$ cat src/rtl/lmss_pkg.sv
// ----------------------------------------------------------------------------
// lmss_pkg: shared types and constants of the LED matrix stopwatch scanner
// Holds the register map, the run-mode codes, the result record and the
// 3x5 digit font used to redraw the row patterns.
// ----------------------------------------------------------------------------
`default_nettype none

package lmss_pkg;

  // matrix geometry
  localparam int unsigned Rows    = 8;
  localparam int unsigned RowIdxW = $clog2(Rows);

  // configuration register map
  localparam int unsigned CfgIdxW  = 1;
  localparam int unsigned CfgDataW = 16;
  localparam logic [CfgIdxW-1:0] RegScanDivider  = 1'd0;
  localparam logic [CfgIdxW-1:0] RegCountDivider = 1'd1;

  // register reset values
  localparam logic [15:0] ScanDividerRst  = 16'd2000;
  localparam logic [7:0]  CountDividerRst = 8'd100;
  localparam logic [Rows-1:0] RowRingRst  = 8'hFE;

  // decimal digit limit
  localparam logic [3:0] DigitTop = 4'd10;

  // run mode, encoded as it appears on the port
  typedef enum logic [1:0] {
    ModeIdle  = 2'd0,
    ModeRun   = 2'd1,
    ModePause = 2'd2
  } mode_e;

  // one result transaction
  typedef struct packed {
    logic [Rows-1:0] row_drive;
    logic [7:0]      column_data;
    logic [3:0]      ones_digit;
    logic [3:0]      tens_digit;
    logic [1:0]      run_mode;
  } result_t;

  // one glyph: a nibble per row, row 0 in the low nibble
  typedef logic [Rows-1:0][3:0] glyph_t;

  // 3x5 digit font, digits out of range show as zero
  function automatic glyph_t glyph(input logic [3:0] digit);
    glyph_t g;
    case (digit)
      4'd0:    g = 32'h0075_5570;
      4'd1:    g = 32'h0011_1110;
      4'd2:    g = 32'h0074_7170;
      4'd3:    g = 32'h0071_7170;
      4'd4:    g = 32'h0011_7550;
      4'd5:    g = 32'h0071_7470;
      4'd6:    g = 32'h0075_7470;
      4'd7:    g = 32'h0011_1170;
      4'd8:    g = 32'h0075_7570;
      4'd9:    g = 32'h0071_7570;
      default: g = 32'h0075_5570;
    endcase
    return g;
  endfunction

endpackage

`default_nettype wire

$ cat src/rtl/led_matrix_stopwatch_scanner.sv
// An accepted tick's result is registered in the main entry, or skid if main is held.
// Throughput: one tick per cycle while in_stall_o is low; the whole update is a
// single pass of logic between the state registers and the output register.
// A two-entry output stage (main plus skid) keeps ticks flowing while a result waits.
// Reset: asynchronous, active low; counters, digits and patterns clear, the row
// select returns to 0xFE, mode goes idle and dividers return to 2000 and 100.
// ----------------------------------------------------------------------------
// led_matrix_stopwatch_scanner: two-digit stopwatch with 8x8 matrix scan
// Prescales input ticks into row scan steps and count steps, keeps a
// decimal count, redraws the row patterns and samples the two buttons.
// ----------------------------------------------------------------------------
`default_nettype none

module led_matrix_stopwatch_scanner (
  input  wire logic                           clk_i,
  input  wire logic                           rst_ni,
  // configuration writes
  input  wire logic                           cfg_valid_i,
  output      logic                           cfg_ready_o,
  input  wire logic [lmss_pkg::CfgIdxW-1:0]   cfg_index_i,
  input  wire logic [lmss_pkg::CfgDataW-1:0]  cfg_data_i,
  // tick input
  input  wire logic                           in_valid_i,
  output      logic                           in_stall_o,
  input  wire logic                           start_pressed_i,
  input  wire logic                           toggle_pressed_i,
  // result output
  output      logic                           out_valid_o,
  input  wire logic                           out_stall_i,
  output      logic [lmss_pkg::Rows-1:0]      row_drive_o,
  output      logic [7:0]                     column_data_o,
  output      logic [3:0]                     ones_digit_o,
  output      logic [3:0]                     tens_digit_o,
  output      logic [1:0]                     run_mode_o
);

  import lmss_pkg::*;

  // configuration registers
  logic [15:0] scan_div_q;
  logic [7:0]  cnt_div_q;

  // stopwatch and scan state
  logic [15:0]         fast_q, fast_d;
  logic [7:0]          slow_q, slow_d;
  logic [Rows-1:0]     ring_q, ring_d;
  logic [RowIdxW-1:0]  scan_idx_q, scan_idx_d;
  logic [7:0]          col_q, col_d;
  logic [7:0]          pat_q [Rows];
  logic [7:0]          pat_d [Rows];
  logic [3:0]          ones_q, ones_d;
  logic [3:0]          tens_q, tens_d;
  mode_e               mode_q, mode_d;

  // output stage
  logic    out_vld_q, skid_vld_q;
  result_t out_q, skid_q;
  result_t res;

  logic        in_acc, out_take;
  logic [16:0] fast_sum;
  logic [8:0]  slow_sum;
  logic        scan_hit, slow_hit;
  logic [3:0]  ones_inc, tens_inc;
  glyph_t      glyph_lo, glyph_hi;

  assign cfg_ready_o = 1'b1;
  assign in_stall_o  = skid_vld_q;
  assign in_acc      = in_valid_i && !skid_vld_q;
  assign out_take    = out_vld_q && !out_stall_i;

  // configuration write
  always_ff @(posedge clk_i or negedge rst_ni) begin
    if (!rst_ni) begin
      scan_div_q <= ScanDividerRst;
      cnt_div_q  <= CountDividerRst;
    end else if (cfg_valid_i && cfg_ready_o) begin
      case (cfg_index_i)
        RegScanDivider:  scan_div_q <= cfg_data_i;
        RegCountDivider: cnt_div_q  <= cfg_data_i[7:0];
        default:         ;
      endcase
    end
  end

  // prescalers
  always_comb begin
    fast_sum = {1'b0, fast_q} + 17'd1;
    scan_hit = fast_sum >= {1'b0, scan_div_q};
    slow_sum = {1'b0, slow_q} + 9'd1;
    slow_hit = scan_hit && (slow_sum >= {1'b0, cnt_div_q});
  end

  // row scan and digit update for one tick
  always_comb begin
    fast_d     = fast_q;
    slow_d     = slow_q;
    ring_d     = ring_q;
    scan_idx_d = scan_idx_q;
    col_d      = col_q;
    pat_d      = pat_q;
    ones_d     = ones_q;
    tens_d     = tens_q;
    mode_d     = mode_q;

    // decimal increment, only used on a count step
    ones_inc = (mode_q == ModeRun) ? ones_q + 4'd1 : ones_q;
    tens_inc = tens_q;
    if (ones_inc >= DigitTop) begin
      ones_inc = 4'd0;
      tens_inc = tens_q + 4'd1;
    end
    if (tens_inc >= DigitTop) begin
      tens_inc = 4'd0;
    end
    glyph_lo = glyph(ones_inc);
    glyph_hi = glyph(tens_inc);

    if (scan_hit) begin
      fast_d     = '0;
      ring_d     = {ring_q[Rows-2:0], ring_q[Rows-1]};
      scan_idx_d = scan_idx_q + RowIdxW'(1);
      // latch uses the patterns from before any redraw
      col_d      = pat_q[scan_idx_d];
      slow_d     = slow_sum[7:0];
      if (slow_hit) begin
        slow_d = '0;
        ones_d = ones_inc;
        tens_d = tens_inc;
        for (int r = 0; r < Rows; r++) begin
          pat_d[r] = {glyph_hi[r], glyph_lo[r]};
        end
        // start first, then toggle sees the updated mode
        if (start_pressed_i) begin
          mode_d = ModeRun;
        end
        if (toggle_pressed_i) begin
          mode_d = (mode_d == ModePause) ? ModeRun : ModePause;
        end
      end
    end else begin
      fast_d = fast_sum[15:0];
    end
  end

  // state registers, advanced once per accepted transaction
  always_ff @(posedge clk_i or negedge rst_ni) begin
    if (!rst_ni) begin
      fast_q     <= '0;
      slow_q     <= '0;
      ring_q     <= RowRingRst;
      scan_idx_q <= '0;
      col_q      <= '0;
      for (int r = 0; r < Rows; r++) begin
        pat_q[r] <= '0;
      end
      ones_q     <= '0;
      tens_q     <= '0;
      mode_q     <= ModeIdle;
    end else if (in_acc) begin
      fast_q     <= fast_d;
      slow_q     <= slow_d;
      ring_q     <= ring_d;
      scan_idx_q <= scan_idx_d;
      col_q      <= col_d;
      pat_q      <= pat_d;
      ones_q     <= ones_d;
      tens_q     <= tens_d;
      mode_q     <= mode_d;
    end
  end

  // result record after the update
  always_comb begin
    res.row_drive   = ring_d;
    res.column_data = col_d;
    res.ones_digit  = ones_d;
    res.tens_digit  = tens_d;
    res.run_mode    = mode_d;
  end

  // output stage valid flags
  always_ff @(posedge clk_i or negedge rst_ni) begin
    if (!rst_ni) begin
      out_vld_q  <= 1'b0;
      skid_vld_q <= 1'b0;
    end else begin
      if (!out_vld_q || out_take) begin
        out_vld_q  <= skid_vld_q || in_acc;
        skid_vld_q <= 1'b0;
      end else if (in_acc) begin
        skid_vld_q <= 1'b1;
      end
    end
  end

  // output stage payload
  always_ff @(posedge clk_i) begin
    if (!out_vld_q || out_take) begin
      if (skid_vld_q) begin
        out_q <= skid_q;
      end else if (in_acc) begin
        out_q <= res;
      end
    end else if (in_acc) begin
      skid_q <= res;
    end
  end

  assign out_valid_o   = out_vld_q;
  assign row_drive_o   = out_q.row_drive;
  assign column_data_o = out_q.column_data;
  assign ones_digit_o  = out_q.ones_digit;
  assign tens_digit_o  = out_q.tens_digit;
  assign run_mode_o    = out_q.run_mode;

`ifndef SYNTHESIS
  // exactly one row is driven low at all times
  a_ring_onehot: assert property (@(posedge clk_i) disable iff (!rst_ni)
    $onehot(~ring_q))
    else $error("row select is not one-hot active-low");

  // row select and scan index move together
  a_ring_index: assert property (@(posedge clk_i) disable iff (!rst_ni)
    ring_q == ~(Rows'(1) << scan_idx_q))
    else $error("row select out of step with scan index");

  // digits stay decimal
  a_digits: assert property (@(posedge clk_i) disable iff (!rst_ni)
    (ones_q < DigitTop) && (tens_q < DigitTop))
    else $error("count digit out of decimal range");

  // skid entry is only used behind a full main entry
  a_skid_order: assert property (@(posedge clk_i) disable iff (!rst_ni)
    skid_vld_q |-> out_vld_q)
    else $error("skid entry holds data while output is empty");
`endif

endmodule

`default_nettype wire
$ cat config.mk
export PLATFORM = sky130hd
export DESIGN_NAME = led_matrix_stopwatch_scanner
export DESIGN_NICKNAME = d
export VERILOG_FILES = /design/src/rtl/lmss_pkg.sv /design/src/rtl/led_matrix_stopwatch_scanner.sv
export SDC_FILE = /design/constraint.sdc
export NUM_CORES = 1
export LEC_CHECK = 0
export BUFFER_PORTS_ARGS = -buffer_cell sky130_fd_sc_hd__buf_2
export CORE_ASPECT_RATIO = 1.4
export CORE_MARGIN = 10
export CORE_UTILIZATION = 66
export CTS_CLUSTER_DIAMETER = 40
export CTS_CLUSTER_SIZE = 16
export DETAILED_ROUTE_END_ITERATION = 16
export PLACE_DENSITY = 0.86
export SYNTH_ARGS = -nofsm -noshare
export SYNTH_HDL_FRONTEND = slang
export SYNTH_SLANG_ARGS = --single-unit
$ cat constraint.sdc
create_clock -name clk_i -period 6.75 [get_ports clk_i]
set_input_delay 0.675 -clock clk_i [delete_from_list [all_inputs] [get_ports clk_i]]
set_output_delay 0.675 -clock clk_i [all_outputs]
set_load 0.1 [all_outputs]
### Word-level counts from Yosys, hierarchy flattened

Memories as Yosys holds them, arrays and structs flattened. A register that Yosys moved wholly into a read port is not among the register bits.
Index checks and enable logic that the tools add are counted.

| word-level totals | value |
|---|---|
| register bits | 195 |
| ROM bits | 320 |
| input port bits | 24 |
| output and inout port bits | 29 |
| word-level logic and storage cells | 91 |
| memories | 2 |

Memory list:

| name | depth | bits a word | read ports | clocked after Yosys merged registers in | wr ports | line | source |
|---|---|---|---|---|---|---|---|
| (no name shown) | 16 | 10 | 1 | 1 | 0 | lmss_pkg.sv:50 | `case (digit)` |
| (no name shown) | 16 | 10 | 1 | 1 | 0 | lmss_pkg.sv:50 |  |

| operators by class | value |
|---|---|
| add/sub/neg operators | 5 |
| magnitude comparators | 5 |
| equal/unequal tests | 2 |
| muxes and demuxes | 26 |
| bitwise operators | 3 |
| reduce and logical (&&, ||, !) cells | 18 |

Operator list:

| cell | number |
|---|---|
| 2-to-1 mux 26 bit | 2 |
| 2-to-1 mux 8 bit | 5 |
| 2-to-1 mux 4 bit | 8 |
| binary-select mux 8 bit (select 3 bit) | 1 |
| adder 16 x 1 -> 17 bit, second input constant | 1 |
| >= comparator 17 x 16 -> 1 bit | 1 |
| 2-to-1 mux 16 bit | 1 |
| 2-to-1 mux 2 bit | 7 |
| >= comparator 4 bit, second input constant | 3 |
| AND reduction 2 bit | 5 |
| adder 8 x 1 -> 9 bit, second input constant | 1 |
| >= comparator 9 x 8 -> 1 bit | 1 |
| adder 4 x 1 -> 4 bit, second input constant | 2 |
| logical NOT 1 bit | 5 |
| inverter 3 -> 4 bit | 1 |
| nonzero test 2 bit | 2 |
| adder 3 x 1 -> 3 bit, second input constant | 1 |
| logical AND 1 bit | 3 |
| AND reduction 3 bit | 1 |
| == test 2 x 1 -> 1 bit, second input constant | 1 |
| == test 2 bit, second input constant | 1 |
| logical OR 1 bit | 2 |
| 2-to-1 mux 1 bit | 2 |
| inverter 1 bit | 2 |

### Logic depth before layout (Yosys ltp)

| depth | value |
|---|---|
| depth in word-level cells | 12 |
| depth in mapped cells | 16 |
| depth with buffers taken out | 15 |

### Worst setup path after synthesis

Ideal clock, no wire load.

| timing | value |
|---|---|
| kind | register -> register |
| from | register fast_q[2] |
| to | register out_q, in the netlist ones_digit_o[1] (data pin) |
| setup time | 0.260 ns |
| arrival | 3.262 ns |
| data required time | 6.490 ns |
| slack | 3.228 ns |
| stages on the path, launching flop included | 14 |
| buffers on the path | 1 |
| period minus slack after synthesis | 3.522 ns |
| path through | dfrtp_1 > nand3_1 > nor2_1 > nand3_1 > nor2_1 > xor2_1 > ha_1 > nand4_1 > or4_1 > o21ai_2 > o21a_1 > buf_2 > mux2_2 > mux2_2 |

| between the ends | value |
|---|---|
| word-level cells in the longest chain between the ends | 7 |

RTL lines:

| what | line | source |
|---|---|---|
| start, declared | led_matrix_stopwatch_scanner.sv:44 | `logic [15:0] fast_q, fast_d;` |
| start signal, assigned | led_matrix_stopwatch_scanner.sv:161 | `fast_q <= fast_d;` |
| adder 16 x 1 -> 17 bit * | led_matrix_stopwatch_scanner.sv:88 | `fast_sum = {1'b0, fast_q} + 17'd1;` |
| >= comparator 17 x 16 -> 1 bit * | led_matrix_stopwatch_scanner.sv:89 | `scan_hit = fast_sum >= {1'b0, scan_div_q};` |
| logical AND 1 bit | led_matrix_stopwatch_scanner.sv:91 | `slow_hit = scan_hit && (slow_sum >= {1'b0, cnt_div_q});` |
| 2-to-1 mux 4 bit | led_matrix_stopwatch_scanner.sv:126 | `if (slow_hit) begin` |
| 2-to-1 mux 4 bit * | led_matrix_stopwatch_scanner.sv:119 | `if (scan_hit) begin` |
| net ones_d[1] | led_matrix_stopwatch_scanner.sv:51 | `logic [3:0] ones_q, ones_d;` |
| 2-to-1 mux 26 bit * | led_matrix_stopwatch_scanner.sv:202 | `end else if (in_acc) begin` |
| 2-to-1 mux 26 bit * | led_matrix_stopwatch_scanner.sv:200 | `if (skid_vld_q) begin` |
| end signal, assigned | led_matrix_stopwatch_scanner.sv:201 | `out_q <= skid_q;` |
| end signal, assigned | led_matrix_stopwatch_scanner.sv:203 | `out_q <= res;` |
| end, declared | led_matrix_stopwatch_scanner.sv:57 | `result_t out_q, skid_q;` |

Mark *: on every way through the listed nets, which the timed path passes. The rest lies on a longest branch. The select of a mux whose other input is x is not followed.
A chain may end at the register's enable or synchronous reset.

### Worst setup path in the final report

Ends and elaborated chain as after synthesis.

==> impl_table.tex <==
\begin{tabular}{lr}
\hline
Metric & Value \\
\hline
\multicolumn{2}{l}{\textbf{Setup path}} \\
Maximum cell stage delay along the critical path & 0.70 ns \\
Crit path DAT & 4.83 ns \\
Crit path launch type & register \\
Required time of the critical path & 6.93 ns \\
Cells along the critical path & nand3\_1 > nor2\_1 > nand3\_1 > nor2\_1 > xor2\_1 > ha\_1 > nand4\_1 > or4\_1 > o21ai\_2 > o21a\_1 > mux2\_2 > mux2\_2 \\
Cell family contributing the most delay on the critical path & simple AND/OR/NAND/NOR gates \\
Max stage delay cell, worst path & o21a\_1 \\
Worst Setup Path Type & reg -> reg \\
Buf/Inv on CP & 0 \\
Largest fanout on the critical path & 19 \\
Endpoint kind of the worst setup timing path & register \\
\multicolumn{2}{l}{\textbf{Route}} \\
Initial DRC count & 406 \\
Routed wire length & 17,700 um \\
Wire length per cell & 17.9 um \\
ANT nets after route & 0 \\
Number of vias in the routed layout & 5,987 \\
Per-cell via count in the routed design & 6.07 \\
Drt pass-1 iters & 5 \\
Post-route DRC violation count & 0 \\
\multicolumn{2}{l}{\textbf{Clock tree}} \\
Cells resized by post-CTS repair & 0 \\
Number of buffers inserted for hold repair after clock tree synthesis & 0 \\
Clock-pin transition on the worst setup and hold timing paths & 0.07 ns \\
Number of buffers added by the clock tree synthesis step & 17 \\
Htree depth & 4 \\
Root Buffer & clkbuf\_16 \\
Clock latency reported for the late side of the worst-skew pair & 0.43 ns \\
CTS tree & yes \\
Number of buffers inserted by post-CTS setup repair & 0 \\
Worst-case clock buffer depth & 2 \\
Clock sink total & 150 \\
\multicolumn{2}{l}{\textbf{Timing}} \\
Relative slew slack & 0.305 \\
Transition time at the pin with the least slew margin & 1.04 ns \\
Time the worst path needs with I/O delays and setup & 4.65 ns \\
Sum of negative setup slack & 0 ns \\
RSZ-0062 raised after global routing & false \\
Final Hold Vio Count & 0 \\
Count of endpoints failing setup in the final report & 0 \\
Post-route clock period utilization & 0.688 \\
Final hold slack & 0.0940 ns \\
Max Transition Viols Final & 0 \\
Layout Skew & 0.0143 ns \\
Highest clock rate & 0.215 GHz \\
\multicolumn{2}{l}{\textbf{Power}} \\
VDD IR-drop max & 179 uV \\
Net switching power & 692 uW \\
Fraction of power consumed by the clock network & 0.405 \\
Switching Share & 0.298 \\
Fraction of power consumed by combinational cells & 0.145 \\
Pwr dens & 257 nW/um\^{}2 \\
Reg power frac & 0.450 \\
Leakage dissipation & 0.00398 uW \\
Final total power & 2320 uW \\
Design internal power & 1630 uW \\
\multicolumn{2}{l}{\textbf{Floorplanning}} \\
Standard cell core area & 11,900 um\^{}2 \\
Number of I/O pins & 53 \\
DIE AREA & 17,200 um\^{}2 \\
Standard-cell rows & 47 \\
Starting Density & 0.681 \\
Die span in y & 151 um \\
Overall die width & 114 um \\
\multicolumn{2}{l}{\textbf{Synth}} \\
Count of distinct cell types in the synthesized netlist & 60 \\
Synthesized instance count & 792 \\
Share of synthesized registers carrying an async set or reset & 0.653 \\
Synthesis Warnings & 0 \\
Top post-synthesis cells by area & dfrtp\_1 25\%, edfxtp\_1 19\%, ha\_1 6.3\% \\
Number of flops mapped to enable cells by yosys & 52 \\
Post-synthesis sequential area ratio & 0.496 \\
Flop and latch count out of synthesis & 150 \\
Mapped Nets & 857 \\
Synthesized area & 8130 um\^{}2 \\
Area share of the largest cell type after synthesis & 0.252 \\
Cell taking the most area after synthesis & dfrtp\_1 \\
Mean instance size in the synthesized netlist & 10.3 um\^{}2 \\
Post-synth top flop & dfrtp\_1 \\
\multicolumn{2}{l}{\textbf{Finish}} \\
Number of filler instances in the final layout & 755 \\
Diodes inserted & 0 \\
Most common cell after layout, fill and taps aside & nand2\_1 \\
Fin cells & 987 \\
Area growth from synthesis to layout & 10.9\% \\
Most frequent cells in the layout & 112 x nand2\_1, 87 x o21ai\_0, 82 x dfrtp\_1, 52 x edfxtp\_1, 50 x buf\_2 \\
Fraction of final layout cells with drive strength greater than 1 & 0.210 \\
Number of nets at the end of the flow & 892 \\
\multicolumn{2}{l}{\textbf{Placement}} \\
DP Cell Count & 955 \\
Final weighted congestion in routability-driven placement & 0.892 \\
Total of buffers placed on input and output ports & 51 \\
HPWL after detailed placement & 11,900 um \\
\multicolumn{2}{l}{\textbf{Flow run}} \\
Max Cap Viol & 0 \\
\multicolumn{2}{l}{\textbf{Global routing}} \\
Sum of overflow across all layers after global routing & 0 \\
Global-route wire length before repair & 29,200 um \\
Maximum number of pins on one net before global-route repair & 83 \\
Number of antenna violations at the first check in global routing & 0 \\
Total global routing track utilization & 0.209 \\
Number of global-route vias before repair & 5,966 \\
\multicolumn{2}{l}{\textbf{Worst hold path}} \\
Type of the most critical hold path & in -> async \\
\multicolumn{2}{l}{\textbf{Outcome}} \\
Outcome & completed \\
\hline
\end{tabular}
==> routing by layer <==
layer	track usage	share of wire
met5	0	0
met4	0.0848	0.019
met3	0.0400	0.049
met2	0.376	0.54
met1	0.238	0.39
==> worst reg2reg max path: cells and delay by family (launching register included) <==
kind                       cells  cell delay (ns)
and+or+nand+nor                6             1.62
adders and majority gates      1             0.32
DFF                            1             0.45
AOI/OAI and AO/OA              2             1.23
xor gates and xnor gates       1             0.10
muxes                          2             0.68
==> state kept, by name, indices dropped and copies added (netlist names), 3 cells and up <==
name	cells
tens_q	4
slow_q	8
fast_q	16
ones_q	4
tens_digit_o	4
ones_digit_o	4
column_data_o	8
col_q	8
pat_q	19
scan_div_q	16
row_drive_o	8
skid_q	26
ring_q	8
cnt_div_q	8
scan_idx_q	3
==> area by class of cell <==
| cell class | instances | area [um^2] | share of cell area |
|---|---|---|---|
| sequential | 150 | 4030 | 0.448 |
| tap | 147 | 184 | 0.0204 |
| clock buffer | 17 | 425 | 0.0472 |
| clock inverter | 15 | 158 | 0.0175 |
| multi-input combinational | 559 | 3740 | 0.415 |
| timing repair buffer | 60 | 325 | 0.0361 |
| inverter | 39 | 146 | 0.0162 |
==> worst paths after layout <==
path	depth (start not counted)	endpoint	startpoint	slack [ns]
max	12	ones_digit_o[1]	fast_q[2]	2.10
min	1	scan_div_q[14]	rst_ni	0.09
max reg2reg	12	ones_digit_o[1]	fast_q[2]	2.10
min reg2reg	1	pat_q[48]	pat_q[48]	0.48
max in group asynchronous	2	pat_q[24]	rst_ni	5.37
min in group clk_i	3	scan_div_q[11]	cfg_data_i[11]	0.45
==> power by group through the flow <==
stage          combinational [uW]  clock, uW  sequential (uW)
2_1_floorplan                 160          0             1150
3_3_place_gp                  322          0             1050
3_5_place_dp                  337          0             1060
4_1_cts                       338        951             1040
5_1_grt                       365        982             1050
6_report                      336        939             1040
==> per-stage QoR <==
stage	worst slack [ns]	instance area, um^2	utilization
after floorplan	3.23	8130	-
final	2.10	9010	0.755
after CTS	2.15	9010	0.755
after global routing	1.86	9010	0.755
after detailed placement	2.20	8430	0.706
after global placement	2.34	8430	0.706
==> cell usage after synthesis (10+ instances only) <==
cell / instances
o31ai_1: 10
nand2_1: 112
inv_1: 38
nand2b_1: 18
a21oi_1: 37
clkbuf_1: 27
dfrtp_1: 82
nor2_1: 40
mux2_2: 43
nand3_1: 21
dfstp_2: 16
o21ai_0: 87
xor2_1: 11
edfxtp_1: 52
ha_1: 41
xnor2_1: 20
==> logic make-up (layout without fill, tap and decap cells) <==
kind of cell,Yosys count,after routing,share of synthesized area
muxes,61,61,0.0873
buffers and inverters,83,131,0.0446
DFF,150,150,0.496
AOI/OAI and AO/OA,185,185,0.137
and+or+nand+nor,240,240,0.138
xor gates and xnor gates,31,31,0.0334
adders and majority gates,41,41,0.0631
other,1,1,0.000461
Note: power is estimated with default switching activity, not from simulation.
